File: config.mk
export PLATFORM = sky130hd
export DESIGN_NAME = arcade_io_ports_with_shifter
export DESIGN_NICKNAME = d
export VERILOG_FILES = /design/src/rtl/aiop_pkg.sv /design/src/rtl/aiop_port_logic.sv /design/src/rtl/arcade_io_ports_with_shifter.sv
export SDC_FILE = /design/constraint.sdc
export NUM_CORES = 1
export LEC_CHECK = 0
export ABC_AREA = 1
export BUFFER_PORTS_ARGS = -buffer_cell sky130_fd_sc_hd__buf_2
export CORE_MARGIN = 1.5
export CORE_UTILIZATION = 41
export CTS_CLUSTER_DIAMETER = 80
export DETAILED_ROUTE_END_ITERATION = 8
export GPL_TIMING_DRIVEN = 0
export HOLD_SLACK_MARGIN = 0.03
export PLACE_DENSITY = 0.63
export SYNTH_ARGS = -nofsm -noshare
export SYNTH_HDL_FRONTEND = slang
export SYNTH_SLANG_ARGS = --single-unit
File: constraint.sdc
create_clock -name i_clk -period 2.5 [get_ports i_clk]
set_input_delay 0.5 -clock i_clk [delete_from_list [all_inputs] [get_ports i_clk]]
set_output_delay 0.5 -clock i_clk [all_outputs]
set_load 0.005 [all_outputs]
File: src/rtl/aiop_pkg.sv
// Shared types and codes for the arcade I/O port board with barrel shifter.
package aiop_pkg;

    localparam logic OP_READ  = 1'b0;
    localparam logic OP_WRITE = 1'b1;

    localparam logic [2:0] PORT_0 = 3'd0;
    localparam logic [2:0] PORT_1 = 3'd1;
    localparam logic [2:0] PORT_2 = 3'd2;
    localparam logic [2:0] PORT_3 = 3'd3;
    localparam logic [2:0] PORT_4 = 3'd4;
    localparam logic [2:0] PORT_5 = 3'd5;

    localparam int unsigned DATA_W  = 8;
    localparam int unsigned SHIFT_W = 16;
    localparam int unsigned AMT_W   = 3;
    localparam int unsigned STAMP_W = 32;
    localparam int unsigned MASK_W  = 9;

    typedef struct packed {
        logic               op;
        logic [2:0]         port;
        logic [DATA_W-1:0]  write_data;
        logic               coin;
        logic               start_one;
        logic               start_two;
        logic               fire;
        logic               move_left;
        logic               move_right;
        logic               tilt_switch;
        logic [STAMP_W-1:0] time_stamp;
    } t_item;

    typedef struct packed {
        logic [SHIFT_W-1:0] shift_word;
        logic [AMT_W-1:0]   shift_amount;
        logic [DATA_W-1:0]  last_sound_a;
        logic [DATA_W-1:0]  last_sound_b;
        logic               mute_flag;
        logic               red_flag;
        logic               flip_flag;
    } t_state;

    typedef struct packed {
        logic [DATA_W-1:0]  read_data;
        logic [MASK_W-1:0]  sound_start_mask;
        logic               sound_stop;
        logic               mute_level;
        logic               screen_red_level;
        logic               flip_level;
        logic               speaker_event;
        logic               speaker_level;
        logic [STAMP_W-1:0] speaker_time;
    } t_result;

endpackage

File: src/rtl/aiop_port_logic.sv
// Port decode, read mux, shifter window and sound edge detection for one transaction.
module aiop_port_logic (
    input  logic [aiop_pkg::DATA_W-1:0] i_dip,
    input  aiop_pkg::t_state            i_state,
    input  aiop_pkg::t_item             i_item,
    output aiop_pkg::t_state            o_state,
    output aiop_pkg::t_result           o_result
);
    import aiop_pkg::*;

    logic [DATA_W-1:0]  rise_a;
    logic [DATA_W-1:0]  rise_b;
    logic [DATA_W-1:0]  fall_b;
    logic [SHIFT_W-1:0] window;
    logic [AMT_W:0]     rsh;

    always_comb begin
        rise_a = i_item.write_data & ~i_state.last_sound_a;
        rise_b = i_item.write_data & ~i_state.last_sound_b;
        fall_b = ~i_item.write_data & i_state.last_sound_b;
        rsh    = (AMT_W+1)'(DATA_W) - {1'b0, i_state.shift_amount};
        window = i_state.shift_word >> rsh;

        o_state  = i_state;
        o_result = '0;

        if (i_item.op == OP_READ) begin
            case (i_item.port)
                PORT_0: o_result.read_data = '1;
                PORT_1: o_result.read_data = {1'b1, i_item.move_right, i_item.move_left,
                                              i_item.fire, 1'b1, i_item.start_one,
                                              i_item.start_two, i_item.coin};
                PORT_2: o_result.read_data = {~i_dip[7], i_item.move_right,
                                              i_item.move_left, i_item.fire, ~i_dip[3],
                                              i_item.tilt_switch, ~i_dip[1], ~i_dip[0]};
                PORT_3: o_result.read_data = window[DATA_W-1:0];
                default: o_result.read_data = '0;
            endcase
        end else begin
            case (i_item.port)
                PORT_2: o_state.shift_amount = i_item.write_data[AMT_W-1:0];
                PORT_3: begin
                    o_result.sound_start_mask[4:0] = rise_a[4:0];
                    o_state.red_flag     = i_item.write_data[2];
                    o_state.mute_flag    = ~i_item.write_data[5];
                    o_state.last_sound_a = i_item.write_data;
                end
                PORT_4: o_state.shift_word = {i_item.write_data,
                                              i_state.shift_word[SHIFT_W-1:DATA_W]};
                PORT_5: begin
                    o_result.sound_start_mask[7:5] = rise_b[2:0];
                    o_result.sound_start_mask[8]   = rise_b[4];
                    o_result.sound_stop    = fall_b[4];
                    o_result.speaker_event = 1'b1;
                    o_result.speaker_level = i_item.write_data[3];
                    o_result.speaker_time  = i_item.time_stamp;
                    o_state.flip_flag    = i_item.write_data[5];
                    o_state.last_sound_b = i_item.write_data;
                end
                default: ;
            endcase
        end

        o_result.mute_level       = o_state.mute_flag;
        o_result.screen_red_level = o_state.red_flag;
        o_result.flip_level       = o_state.flip_flag;
    end

endmodule

File: src/rtl/arcade_io_ports_with_shifter.sv
// Top level of the arcade I/O port board with barrel shifter.
// One port access per transaction, one result per transaction. A transaction
// is held in an input register, decoded combinationally and applied to the
// shifter and sound latches, and its result lands in an output register; a
// new transaction can be taken every cycle while the result side keeps up,
// and a stall on the result side backs up through the two register stages
// to o_ready. The DIP register is written with i_cfg_we.
module arcade_io_ports_with_shifter (
    input  logic                           i_clk,
    input  logic                           i_rst_n,
    input  logic                           i_cfg_we,
    input  logic [aiop_pkg::DATA_W-1:0]    i_cfg_data,
    input  logic                           i_valid,
    output logic                           o_ready,
    input  logic                           i_op,
    input  logic [2:0]                     i_port,
    input  logic [aiop_pkg::DATA_W-1:0]    i_write_data,
    input  logic                           i_coin,
    input  logic                           i_start_one,
    input  logic                           i_start_two,
    input  logic                           i_fire,
    input  logic                           i_move_left,
    input  logic                           i_move_right,
    input  logic                           i_tilt_switch,
    input  logic [aiop_pkg::STAMP_W-1:0]   i_time_stamp,
    output logic                           o_valid,
    input  logic                           i_ready,
    output logic [aiop_pkg::DATA_W-1:0]    o_read_data,
    output logic [aiop_pkg::MASK_W-1:0]    o_sound_start_mask,
    output logic                           o_sound_stop,
    output logic                           o_mute_level,
    output logic                           o_screen_red_level,
    output logic                           o_flip_level,
    output logic                           o_speaker_event,
    output logic                           o_speaker_level,
    output logic [aiop_pkg::STAMP_W-1:0]   o_speaker_time
);
    import aiop_pkg::*;

    logic [DATA_W-1:0] r_dip;
    t_item             r_item;
    logic              r_item_valid;
    t_state            r_state;
    t_state            n_state;
    t_result           r_out;
    t_result           n_out;
    logic              r_out_valid;
    logic              advance;

    assign advance = r_item_valid && (!r_out_valid || i_ready);
    assign o_ready = !r_item_valid || advance;

    aiop_port_logic u_port_logic (
        .i_dip    (r_dip),
        .i_state  (r_state),
        .i_item   (r_item),
        .o_state  (n_state),
        .o_result (n_out)
    );

    always_ff @(posedge i_clk) begin
        if (!i_rst_n) begin
            r_dip        <= '0;
            r_item_valid <= 1'b0;
            r_out_valid  <= 1'b0;
            r_state      <= '0;
        end else begin
            if (i_cfg_we) begin
                r_dip <= i_cfg_data;
            end
            if (o_ready) begin
                r_item_valid <= i_valid;
            end
            if (advance) begin
                r_state     <= n_state;
                r_out_valid <= 1'b1;
            end else if (i_ready) begin
                r_out_valid <= 1'b0;
            end
        end
    end

    always_ff @(posedge i_clk) begin
        if (o_ready && i_valid) begin
            r_item <= '{op:          i_op,
                        port:        i_port,
                        write_data:  i_write_data,
                        coin:        i_coin,
                        start_one:   i_start_one,
                        start_two:   i_start_two,
                        fire:        i_fire,
                        move_left:   i_move_left,
                        move_right:  i_move_right,
                        tilt_switch: i_tilt_switch,
                        time_stamp:  i_time_stamp};
        end
        if (advance) begin
            r_out <= n_out;
        end
    end

    assign o_valid            = r_out_valid;
    assign o_read_data        = r_out.read_data;
    assign o_sound_start_mask = r_out.sound_start_mask;
    assign o_sound_stop       = r_out.sound_stop;
    assign o_mute_level       = r_out.mute_level;
    assign o_screen_red_level = r_out.screen_red_level;
    assign o_flip_level       = r_out.flip_level;
    assign o_speaker_event    = r_out.speaker_event;
    assign o_speaker_level    = r_out.speaker_level;
    assign o_speaker_time     = r_out.speaker_time;

endmodule
==> parameters.txt, run 1 <==
Parameter                              Value

Power
  Overall power after layout    about 0.0055 W
  Static power due to leakage    3.022 nW
  Ratio of total power to cell area    777.8 nW/µm²
  Maximum resistive drop on vdd    roughly 470 µV

Synthesis
  Sequential cell area fraction in the yosys report    69.24%
  Flip-flop and latch count after synthesis    roughly 140
  Mean area per synthesized cell    10.40 µm²
  Unique cell type count in the Yosys netlist    23
  Synthesized Nets    610
  Cells after Synth    545
  Cell area after synthesis    between 5000 and 6000 µm²
  Total of warnings raised by yosys    0

Detailed routing
  Final routed wire length divided by cell count    14.31 µm
  Number of design-rule violations left by the first detailed-router iteration    around 200
  Routed WL    ~12 mm
  TritonRoute pass-1 iters    4
  Residual DRC count    0
  Total number of vias    around 4200
  Average via count per standard cell    between 4 and 5
  Antenna viol nets, final    0

GRT
  Sum of overflow across all layers after global routing    0
  Maximum number of pins on one net before global-route repair    43
  Initial antenna violation count    0
  Total routing resource utilization after global routing    a little under a fifth
  Via count of the first global-routing pass    around 4100
  First-pass GRT wire length    slightly above 20 mm

CTS
  Later-pin clock latency in the skew report    a little over 0.4 ns
  Clk Tree Root Cell    sky130_fd_sc_hd__clkbuf_16
  Setup bufs post-CTS    0
  Number of buffers on the longest clock path    2
  Number of buffers created by CTS    17
  Clock transition at the register clock pins on the worst setup and hold paths after CTS    approximately 0.060 ns
  Clock tree from TritonCTS    yes
  Hold_buf cts    0
  CTS H-tree lvls    4
  Clock sink count    roughly 140

Timing
  Tightest Pin Transition    roughly 0.8 ns
  Number of setup violations in the final report    0
  Maximum clock rate    approximately 0.44 GHz
  WHS    roughly 0.26 ns
  Setup clock skew after layout    approximately 0.0081 ns
  Final hold violations    0
  Clock period minus final worst setup slack    between 2 and 2.5 ns
  Setup Total Neg Slack    0 ns
  Share of the clock period used by the worst path    roughly 91%
  Unrepaired setup endpoints after global routing    false
  Fin. max-slew vios    0
  Worst relative slew slack    between 40% and 50%

Layout
  Share of final-layout standard cells stronger than drive strength 1    24.32%
  Final Util    between 50% and 60%
  Area added between synthesis and finish    25.30%
  Number of nets in the finished design    roughly 750
  Antenna diodes    0
  Fill count    ~1200

Setup path
  Critical path required time    roughly 2.7 ns
  Kind of launch point of the worst setup path    register
  Crit path DAT    between 2 and 2.5 ns
  Critical Path Fanout Max    10
  Crit path capture type    register
  Category of the critical setup timing path    reg -> reg

Floorplanning
  Initial standard-cell utilization of the core    between 40% and 50%
  Die span in x    120.6 µm
  Core Area    between 10000 and 15000 µm²
  Die Span Y    about 120 µm
  Number of top-level pins    around 120
  Full die area    between 10000 and 15000 µm²
  Core Rows    42

Outcome
  Run status    finished, final reports clean

Placed design
  Placer congestion estimate    slightly below 0.9
  I/O Buffers    roughly 120
  Estimated wirelength of the detail-placed design    approximately 8.7 mm

Min path
  Worst min path class    in -> reg

Run
  Max_cap viols    0
cell usage after synthesis, drive strengths merged:
cell / count / share of area (%)
edfxtp: 106 / 56
nor2: 94 / 6.4
nand2: 89 / 5.9
inv: 67 / 4.4
nand3: 43 / 3.8
o21ai: 42 / 3.7
dfxtp: 37 / 13
a21oi: 34 / 3.0
nor3: 10 / 1.3
buf: 9 / 0.77
clkbuf: 8 / 0.57
o21a: 2 / 0.26
and2: 1 / 0.11
ha: 1 / 0.22
nand4: 1 / 0.11
nor4: 1 / 0.22
logic make-up (layout without fill, tap and decap cells):
group | count (synthesis) | in the layout | share of synthesized area [%]
flops | 143 | 143 | 69.24
buf+inv | 84 | 234 | 5.785
fa+ha+maj | 1 | 1 | 0.2208
simple gates | 239 | 239 | 17.77
compound gates | 78 | 78 | 6.977
registers in the layout (all words and copies together) (netlist names):
register,flops
o_sound_start_mask,9
o_speaker_level,1
r_state,31
r_item,51
o_read_data,8
o_sound_stop,1
o_flip_level,1
r_dip,4
o_valid,1
o_speaker_event,1
o_mute_level,1
r_item_valid,1
o_screen_red_level,1
o_speaker_time,32
final cells by class:
| cell class | instances | area [µm²] | area share (%) |
|---|---|---|---|
| Clock buffer | 18 | 429.2 | 6.044 |
| Inverter | 67 | 257.7 | 3.630 |
| Timing Repair Buffer | 117 | 600.6 | 8.458 |
| Tap cell | 176 | 220.2 | 3.101 |
| Timing Repair inverter | 2 | 12.51 | 0.1762 |
| Sequential cell | 143 | 3924 | 55.26 |
| Clock inverter | 14 | 163.9 | 2.308 |
| Buffer | 16 | 75.07 | 1.057 |
| Multi-Input combinational cell | 318 | 1418 | 19.96 |
metal layers:
layer | global-route usage, % | routed length [µm] | vias to the layer above
met5 | 0 | 0 | -
met4 | 8.529 | 262 | 0
met3 | 6.651 | 929 | 22
met2 | 29.23 | 5970 | 132
met1 | 22.14 | 5301 | 1914
li1 | - | - | 2094
critical path: stages, from the launching register on:
cell and delay [ns]:
sky130_fd_sc_hd__dfxtp_1 0.29, sky130_fd_sc_hd__clkbuf_2 0.14, sky130_fd_sc_hd__inv_1 0.11, sky130_fd_sc_hd__buf_2 0.25, sky130_fd_sc_hd__ha_2 0.37, sky130_fd_sc_hd__inv_4 0.11, sky130_fd_sc_hd__buf_4 0.18, sky130_fd_sc_hd__nand3_1 0.11
sky130_fd_sc_hd__nand2_1 0.11, sky130_fd_sc_hd__nor2_1 0.05, sky130_fd_sc_hd__nor2_1 0.11, sky130_fd_sc_hd__nand2_1 0.06, sky130_fd_sc_hd__nand2_1 0.05, sky130_fd_sc_hd__a21oi_1 0.06
stage by stage:
step | std cells | instance area (µm²) | worst slack (ns)
2_1_floorplan | 545 | 5670 | 0.1559
3_3_place_gp | 837 | 6471 | -0.5599
3_5_place_dp | 838 | 6491 | -0.6204
4_1_cts | 871 | 7094 | 0.06111
5_1_grt | 871 | 7101 | 0.04145
6_report | 871 | 7101 | 0.2229
placed cells by master (no fill, tap or decap), drive strengths merged:
cell      Yosys  routed
nor4          1       1
nor3         10      10
nand4         1       1
clkinvlp      0       4
and2          1       1
edfxtp      106     106
nand2        89      89
a21oi        34      34
nor2         94      94
nand3        43      43
inv          67      68
buf           9     126
bufinv        0       3
o21ai        42      42
clkbuf        8      25
clkinv        0       8
o21a          2       2
ha            1       1
dfxtp        37      37
report_power, final:
group | switching (W) | internal (W) | total (W)
sequential | 0.0000387 | 0.00267 | 0.00271
combinational | 0.000186 | 0.000112 | 0.000297
clock | 0.000953 | 0.00157 | 0.00252
total | 0.00118 | 0.00435 | 0.00552
final timing paths:
kind / startpoint / endpoint / slack, ns / cells past startpoint
worst max-delay path: r_state[19] / o_read_data[0] / 0.22 / 13
worst min-delay path: i_time_stamp[21] / r_item[21] / 0.26 / 1
worst max register to register: r_state[19] / o_read_data[0] / 0.22 / 13
worst min register to register: r_state[0] / r_state[0] / 0.46 / 2
repair_timing:
action | in CTS | in global routing
cloned | 1 | 1
endpoints found under the setup margin | 14 | 13
resized for setup | 2 | 5
Power figures use the tool's default switching activity.
==> run 2: changes to the inputs <==
--- a/config.mk
+++ b/config.mk
@@ -13,7 +13,8 @@
 export DETAILED_ROUTE_END_ITERATION = 8
 export GPL_TIMING_DRIVEN = 0
 export HOLD_SLACK_MARGIN = 0.03
-export PLACE_DENSITY = 0.63
+export PLACE_DENSITY = 0.62
 export SYNTH_ARGS = -nofsm -noshare
 export SYNTH_HDL_FRONTEND = slang
+export SYNTH_HIERARCHICAL = 1
 export SYNTH_SLANG_ARGS = --single-unit
==> constraint.sdc (replaced) <==
create_clock -name i_clk -period 2.5 [get_ports i_clk]
set_input_delay 0.125 -clock i_clk [delete_from_list [all_inputs] [get_ports i_clk]]
set_output_delay 0.125 -clock i_clk [all_outputs]
set_load 0.005 [all_outputs]
==> parameters.txt, run 2 <==
Parameter                              Value

Outcome
  Run status    finished, final reports clean

Detailed routing
  Residual DRC count    0
  Total number of vias    between 5000 and 6000
  Routed WL    approximately 15 mm
  Average via count per standard cell    approximately 4.6
  TritonRoute pass-1 iters    5
  Final routed wire length divided by cell count    about 14 µm
  Number of design-rule violations left by the first detailed-router iteration    between 200 and 300
  Antenna viol nets, final    0

Placed design
  I/O Buffers    115
  Placer congestion estimate    about 0.88
  Estimated wirelength of the detail-placed design    10.52 mm
  Minimum setup slack after placement    0.2724 ns

Min path
  Source of the worst hold timing path    i_rst_n
  Worst min path class    in -> reg

CTS
  CTS H-tree lvls    4
  Number of buffers on the longest clock path    2
  Hold_buf cts    between 60 and 70
  Clk Tree Root Cell    sky130_fd_sc_hd__clkbuf_16
  Clock transition at the register clock pins on the worst setup and hold paths after CTS    0.06 ns
  Number of buffers created by CTS    17
  Clock tree from TritonCTS    yes
  Clock sink count    143
  Cts repair resizes    0
  Later-pin clock latency in the skew report    about 0.42 ns
  Setup bufs post-CTS    0

Power
  Maximum resistive drop on vdd    around 510 µV
  Ratio of total power to cell area    691.8 nW/µm²
  Static power due to leakage    approximately 3.9 nW

Setup path
  Worst reg2reg startpoint    r_state[19]
  Count of buffer and inverter cells on the critical path    5
  Category of the critical setup timing path    reg -> reg
  Critical path required time    around 2.7 ns
  Max stage delay on crit path    around 0.39 ns
  Count of cell instances traversed by the critical path    13
  R2R setup slack    about 0.24 ns
  Cell depth of the worst flop-to-flop path    13
  Critical path endpoint    o_read_data[1]
  Reg-to-Reg End    o_read_data[1]
  Critical Path Fanout Max    10
  Crit path capture type    register
  Kind of launch point of the worst setup path    register
  Cell breakdown of the critical path    buf_6 -> inv_8 -> buf_6 -> ha_1 -> inv_2 -> buf_6 -> nand3_1 -> nand2_1 -> nor2_1 -> nor2_1 -> nand2_1 -> nand2_1 -> a21oi_2
  Critical Path Slowest Stage Cell    sky130_fd_sc_hd__ha_1
  Start point of the critical path    r_state[19]
  Crit path DAT    ~2.4 ns
  Family of cells with the greatest summed delay on the critical path    buffers and inverters

Timing
  Setup clock skew after layout    between 0.01 and 0.015 ns
  Tightest Pin Transition    approximately 0.49 ns
  Maximum clock rate    about 0.44 GHz
  Unrepaired setup endpoints after global routing    false
  Fin. max-slew vios    0
  Final hold violations    0
  Setup WS post-layout    0.2421 ns
  Clock period minus final worst setup slack    about 2.3 ns
  Worst relative slew slack    between 60 and 70%
  Number of setup violations in the final report    0
  Share of the clock period used by the worst path    between 90% and 100%

Layout
  Largest register FFs    51
  Share of final-layout standard cells stronger than drive strength 1    about a quarter
  Antenna diodes    0
  Final Util    between 50% and 60%
  Number of nets in the finished design    roughly 960
  Register bank with the most flops    r_item
  Leading cell types in the layout, fill and taps excluded    sky130_fd_sc_hd__nand2_1 (151), sky130_fd_sc_hd__buf_2 (137), sky130_fd_sc_hd__edfxtp_1 (106), sky130_fd_sc_hd__nor2_1 (104), sky130_fd_sc_hd__inv_1 (88)
  Most common cell after layout, fill and taps aside    sky130_fd_sc_hd__nand2_1
  Area added between synthesis and finish    32.58%

Synthesis
  Total of warnings raised by yosys    6
  Mean area per synthesized cell    between 9 and 10 µm²
  Cells after Synth    between 700 and 800
  Synthesized Nets    approximately 770
  Cell area after synthesis    6460 µm²

GRT
  Maximum number of pins on one net before global-route repair    40
  Total routing resource utilization after global routing    approximately a fifth
  Initial antenna violation count    0
  Via count of the first global-routing pass    approximately 5000
  First-pass GRT wire length    ~25 mm
  Sum of overflow across all layers after global routing    0

Run
  Max_cap viols    0

Floorplanning
  Core Area    around 15000 µm²
  Initial standard-cell utilization of the core    42.18%
  Die Span Y    about 130 µm
  Full die area    between 15000 and 20000 µm²
  Core Rows    45
  Die span in x    128.5 µm
  Number of top-level pins    around 120
-- run 2: tightest hold or removal path, delay by kind of cell --
kind / cells / cell delay [ns]
buf+inv: 2 / 0.27
compound gates: 1 / 0.04
-- run 2: worst min-delay path by stage --
stage                    to  slack, ns  cells after the start
6_report       r_item_valid       0.07                      3
5_1_grt             o_valid       0.07                      3
4_1_cts        r_item_valid       0.04                      3
3_5_place_dp     r_item[40]       0.30                      1
3_3_place_gp      r_item[2]       0.30                      1
2_1_floorplan     r_item[0]       0.22                      0
-- run 2: area by class of cell --
class                   instances  area [µm²]
clock inverters                10       100.1
repair buffers                179        1254
multi-input cells             423        1911
flip-flops and latches        143        3924
well taps                     211       264.0
clock buffers                  22       475.5
fillers                      1399        6750
plain buffers                  38       264.0
inverters                      97       372.9
-- run 2: report_power, final --
group | internal [W] | total (W) | switching [W]
Sequential | 0.00268 | 0.00275 | 0.0000680
Clock | 0.00147 | 0.00245 | 0.000979
Combinational | 0.000318 | 0.000732 | 0.000414
Total | 0.00446 | 0.00593 | 0.00146
-- run 2: per-layer routing --
metal  routed length [µm]  track usage (%)  up-vias
met2                 7314            32.35      162
met4                  238            6.874        0
li1                     -                -     2672
met5                    0                0        -
met3                  814            3.950       17
met1                 7122            25.51     2363
-- run 2: per-stage QoR --
step           std cells  hold slack (ns)  setup TNS (ns)  cell area [µm²]  total power [W]
3_5_place_dp        1030           0.3031               0             7378         0.003446
5_1_grt             1123          0.07050               0             8564         0.006185
4_1_cts             1123          0.04426               0             8564         0.005978
6_report            1123          0.06793               0             8564         0.005925
3_3_place_gp        1027           0.3019          -25.51             7311         0.003432
2_1_floorplan        701           0.2239               0             6471         0.003224
